[src/sv/hbg_pkg.sv]
// Shared constants, types and the CORDIC angle table for the hydrogen bond geometry test.
package hbg_pkg;

  // Fixed-point formats
  localparam int FRAC_BITS    = 16;
  localparam int ANG_FRAC     = 24;
  localparam int ANG_SHIFT    = ANG_FRAC - FRAC_BITS;
  localparam int CFRAC        = 30;
  localparam int CORDIC_STEPS = 24;

  // Field and datapath widths
  localparam int COORD_W    = 26;
  localparam int DIFF_W     = COORD_W + 1;
  localparam int SQ_W       = 2 * DIFF_W;
  localparam int DOT_W      = SQ_W + 1;
  localparam int ID_W       = 32;
  localparam int DCUT_W     = 20;
  localparam int ACUT_W     = 23;
  localparam int RU_W       = 20;
  localparam int RV_W       = SQ_W / 2;
  localparam int RW_W       = 22;
  localparam int ANG_W      = 23;
  localparam int DEN_W      = RU_W + RV_W;
  localparam int CM_W       = CFRAC + 1;
  localparam int S_RAD_W    = 2 * CM_W;
  localparam int XYW        = CM_W + 3;
  localparam int ZW         = 33;
  localparam int ANGZ_W     = 32;

  // Configuration port
  localparam int CFG_IDX_W  = 2;
  localparam int CFG_DATA_W = 23;
  localparam logic [CFG_IDX_W-1:0] REG_DIST_CUTOFF  = 2'd0;
  localparam logic [CFG_IDX_W-1:0] REG_ANGLE_CUTOFF = 2'd1;
  localparam logic [DCUT_W-1:0] DIST_CUTOFF_RST  = 20'd229376;
  localparam logic [ACUT_W-1:0] ANGLE_CUTOFF_RST = 23'd1966080;

  // Front pipeline depth and default queue depth
  localparam int FRONT_LAT  = 3;
  localparam int FIFO_DEPTH = 8;

  // Candidate that passed the distance and zero-vector checks
  typedef struct packed {
    logic [SQ_W-1:0]         usq;
    logic [SQ_W-1:0]         vsq;
    logic [SQ_W-1:0]         wsq;
    logic signed [DOT_W-1:0] dot;
    logic [ID_W-1:0]         did;
    logic [ID_W-1:0]         hid;
    logic [ID_W-1:0]         aid;
  } hbg_item_t;

  // Values carried alongside the angle computation
  typedef struct packed {
    logic [ID_W-1:0] did;
    logic [ID_W-1:0] hid;
    logic [ID_W-1:0] aid;
    logic            neg;
    logic [RU_W-1:0] ru;
    logic [RW_W-1:0] rw;
  } hbg_side_t;

  // atan(2^-i) in degrees, ANG_FRAC fractional bits
  function automatic logic signed [ZW-1:0] atan_deg(input int i);
    logic signed [ZW-1:0] r;
    case (i)
      0:       r = 33'sd754974720;
      1:       r = 33'sd445687602;
      2:       r = 33'sd235489088;
      3:       r = 33'sd119537938;
      4:       r = 33'sd60000934;
      5:       r = 33'sd30029717;
      6:       r = 33'sd15018523;
      7:       r = 33'sd7509720;
      8:       r = 33'sd3754917;
      9:       r = 33'sd1877466;
      10:      r = 33'sd938734;
      11:      r = 33'sd469367;
      12:      r = 33'sd234684;
      13:      r = 33'sd117342;
      14:      r = 33'sd58671;
      15:      r = 33'sd29335;
      16:      r = 33'sd14668;
      17:      r = 33'sd7334;
      18:      r = 33'sd3667;
      19:      r = 33'sd1833;
      20:      r = 33'sd917;
      21:      r = 33'sd458;
      22:      r = 33'sd229;
      23:      r = 33'sd115;
      default: r = '0;
    endcase
    return r;
  endfunction

endpackage

[src/sv/hbg_fifo.sv]
// Short request queue between the front end and the angle back end.
module hbg_fifo #(
  parameter int DEPTH = hbg_pkg::FIFO_DEPTH
) (
  input  logic                         clk_i,
  input  logic                         rst_ni,
  input  logic                         push_i,
  input  hbg_pkg::hbg_item_t           item_i,
  output logic                         valid_o,
  output hbg_pkg::hbg_item_t           item_o,
  output logic [$clog2(DEPTH+1)-1:0]   count_o
);
  import hbg_pkg::*;

  localparam int PTR_W = (DEPTH > 1) ? $clog2(DEPTH) : 1;
  localparam int CNT_W = $clog2(DEPTH + 1);

  hbg_item_t          mem_q [DEPTH];
  logic [PTR_W-1:0]   wr_q, rd_q;
  logic [CNT_W-1:0]   count_q, count_d;
  logic               pop;

  // back end never stalls: pop whenever something is queued
  assign pop     = (count_q != '0);
  assign count_d = count_q + CNT_W'(push_i) - CNT_W'(pop);

  always_ff @(posedge clk_i or negedge rst_ni) begin
    if (!rst_ni) begin
      wr_q    <= '0;
      rd_q    <= '0;
      count_q <= '0;
    end else begin
      if (push_i) begin
        wr_q <= (wr_q == PTR_W'(DEPTH - 1)) ? '0 : wr_q + 1'b1;
      end
      if (pop) begin
        rd_q <= (rd_q == PTR_W'(DEPTH - 1)) ? '0 : rd_q + 1'b1;
      end
      count_q <= count_d;
    end
  end

  always_ff @(posedge clk_i) begin
    if (push_i) begin
      mem_q[wr_q] <= item_i;
    end
  end

  assign valid_o = pop;
  assign item_o  = mem_q[rd_q];
  assign count_o = count_q;

endmodule

[config.mk]
export PLATFORM = sky130hd
export DESIGN_NAME = hbg_fifo
export DESIGN_NICKNAME = d
export VERILOG_FILES = /design/src/sv/hbg_pkg.sv /design/src/sv/hbg_fifo.sv
export SDC_FILE = /design/constraint.sdc
export NUM_CORES = 2
export LEC_CHECK = 0
export BUFFER_PORTS_ARGS = -buffer_cell sky130_fd_sc_hd__buf_2
export CORE_AREA = 2 2 372 651
export CTS_BUF_LIST = sky130_fd_sc_hd__clkbuf_8
export DETAILED_ROUTE_END_ITERATION = 16
export DIE_AREA = 0 0 374 653
export HOLD_SLACK_MARGIN = 0.02
export PLACE_DENSITY = 0.67
export SYNTH_ARGS = -nofsm -noshare
export SYNTH_HDL_FRONTEND = slang
export SYNTH_SLANG_ARGS = --single-unit
[constraint.sdc]
create_clock -name clk_i -period 30.1 [get_ports clk_i]
set_clock_uncertainty 0.1 [all_clocks]
set_input_delay 4.515 -clock clk_i [delete_from_list [all_inputs] [get_ports clk_i]]
set_output_delay 4.515 -clock clk_i [all_outputs]
set_load 0.1 [all_outputs]
==> summary.txt <==
Status
  – Outcome: complete, no violations

Clocking
  – Clock root buffer: clkbuf_8
  – Clock tree buffer depth: 4
  – H-tree lvl count: 5
  – Cts repair resizes: 0
  – Hold-fix buffers, CTS: 0
  – Skew-Pair Late Insertion Delay: 910 ps
  – Setup Buffers After CTS: 0
  – CTS tree: built
  – CTS Buf Count: 358
  – Clock sink count: 2514
  – CTS clk-pin slew, worst paths: 70 ps

Worst setup path
  – Crit path launch type: register
  – Crit path required time: 25490 ps
  – Reg-to-reg critical path startpoint: wr_q[2]
  – Kind of critical path: register to output port
  – Critical path launch point: rd_q[0]
  – Setup crit end: item_o[128]
  – Reg2reg end: mem_q[1][229]
  – Reg2reg setup slack: 25130 ps
  – Critical Path AT: 6650 ps
  – Worst Setup End Kind: output port
  – Worst-path fanout max: 102
  – R2R depth: 6

Floorplanning
  – Floorplan row count: 238
  – Placeable Area: 239100 um^2
  – Die ar.: 244200 um^2
  – I/O pin count: 634
  – Die Y: 653 um
  – Initial Util: 0.3978
  – Horiz. Die Dim: 374 um

Place
  – DP Wirelength: 116500 um
  – PortBufs: 633
  – Gpl congestion: 0.7240

Global routing
  – GRT Util Overall: 0.1632
  – Largest net degree at the start of global routing: 143
  – Overflow after GRT: 0
  – First-pass GRT wire length: 297200 um
  – Initial antenna violation count: 73
  – Vias in the first global route: 44.86k

Timing
  – Worst Tran Pin Value: 1077 ps
  – Max-Slew Margin vs Limit: 0.2820
  – Final Setup Violations: 0
  – Fin crit share: 0.3744
  – Final Hold Fails: 0
  – Total negative slack: 0 ps
  – RSZ-0062 raised after global routing: no
  – Max Freq: 88.75 MHz
  – Final min period: 11270 ps
  – Final Slew Violations: 0

Logic synthesis
  – Seq cells post-synth: 2514
  – Ys Warns: 0
  – Cells after synthesis: 3673
  – Synthesized area: 95120 um^2
  – Syn_nets: 3999
  – Distinct cells, synth: 23
  – Seq/Total Area, Yosys: 0.7931
  – Syn avg cell area: 25.90 um^2

Route
  – Total number of vias: 41.89k
  – ANT nets after route: 0
  – Vias per Instance: 5.241
  – WL per Instance: 25.43 um
  – Detailed Route WL: 203200 um
  – DRC: 0
  – Drt first pass iters: 5
  – Initial drt markers: 2845

Job
  – Max_cap viols: 0

Worst hold path
  – Worst hold path type: register to register

Layout
  – Nets: 4900
  – Layout area overhead: 13.91%
  – Share of cells above drive strength 1: 0.4106
worst min path at each step:
stage	startpoint	end	slack, ps	cells after the start
5_1_grt	wr_q[2]	wr_q[2]	490	1
6_report	wr_q[2]	wr_q[2]	480	1
4_1_cts	wr_q[2]	wr_q[2]	480	1
2_1_floorplan	wr_q[2]	wr_q[2]	420	1
3_5_place_dp	wr_q[2]	wr_q[2]	460	1
3_3_place_gp	wr_q[2]	wr_q[2]	440	1
routing by layer:
metal	part of all wire	track usage	vias to the layer above
li1	-	-	17875
met1	0.37	0.1851	22335
met2	0.53	0.2913	1216
met3	0.074	0.05156	406
met4	0.026	0.05198	56
met5	0.0017	0	-
placed cells by master (no fill, tap or decap), types with 4 or more instances in the layout:
cell type	count
clkbuf_8	364
clkinv_2	50
ha_1	9
inv_8	6
buf_2	633
buf_4	78
nor2_4	6
dfrtp_1	7
inv_6	4
mux4_2	494
bufinv_16	12
diode_2	25
clkinv_1	86
buf_12	5
clkinvlp_4	9
edfxtp_1	2504
mux2_2	317
inv_1	103
mux4_1	132
critical path: stages, from the launching register on:
cell	delay, ps
dfrtp_4	1060
buf_4	800
buf_12	710
buf_4	810
buf_4	840
mux4_1	660
mux2_2	280
buf_2	310
synth_stat cells (all sizes together):
master  number  share of area
mux2       317          0.038
dfrtp       10         0.0026
a21o         2        0.00016
inv          8        0.00032
nor2         7        0.00028
xor2         2        0.00018
nand2        3        0.00012
mux4       626           0.15
edfxtp    2504           0.79
buf        124          0.011
nor3b        1       0.000079
ha           9         0.0012
nor3         3        0.00016
clkbuf      51         0.0020
a21oi        1       0.000053
nand3b       1       0.000079
fa           1        0.00021
o21ai        1       0.000053
nand2b       2        0.00013
metrics by stage:
step | hold slack [ps] | setup slack [ps] | utilization | cell area [um^2] | cells
CTS | 478.0 | 18440 | 0.4529 | 108300 | 7967
global placement | 437.0 | 19550 | 0.4254 | 101700 | 7334
global route | 491.3 | 18150 | 0.4530 | 108300 | 7975
floorplan | 423.6 | 2982 | - | 95120 | 3673
finish | 480.6 | 18830 | 0.4531 | 108400 | 7992
detailed placement | 459.9 | 19530 | 0.4254 | 101700 | 7334
sequential cells by signal, summed over array words and instances, names as in the netlist:
register	cells
wr_q	3
count_o	4
mem_q	2504
rd_q	3
cell families after synthesis:
| kind of cell | count (synthesis) | synth area share |
|---|---|---|
| DFF | 2514 | 0.7931 |
| muxes | 943 | 0.1910 |
| buffers and inverters | 183 | 0.01325 |
| and+or+nand+nor | 17 | 0.0008419 |
| adders and majority gates | 10 | 0.001394 |
| AOI/OAI and AO/OA | 4 | 0.0002629 |
| xor gates and xnor gates | 2 | 0.0001842 |
cell type report:
type | instances | area [um^2]
fillers | 19746 | 130800
clock inverters | 269 | 1567
repair buffers | 716 | 3854
multi-input cells | 976 | 18470
well taps | 3120 | 3904
clock buffers | 364 | 5010
flip-flops and latches | 2514 | 75450
diodes | 25 | 62.56
inverters | 8 | 30.03
Power is not shown: default switching activity piles up to over one toggle a cycle in this logic, so the estimate is an artifact.
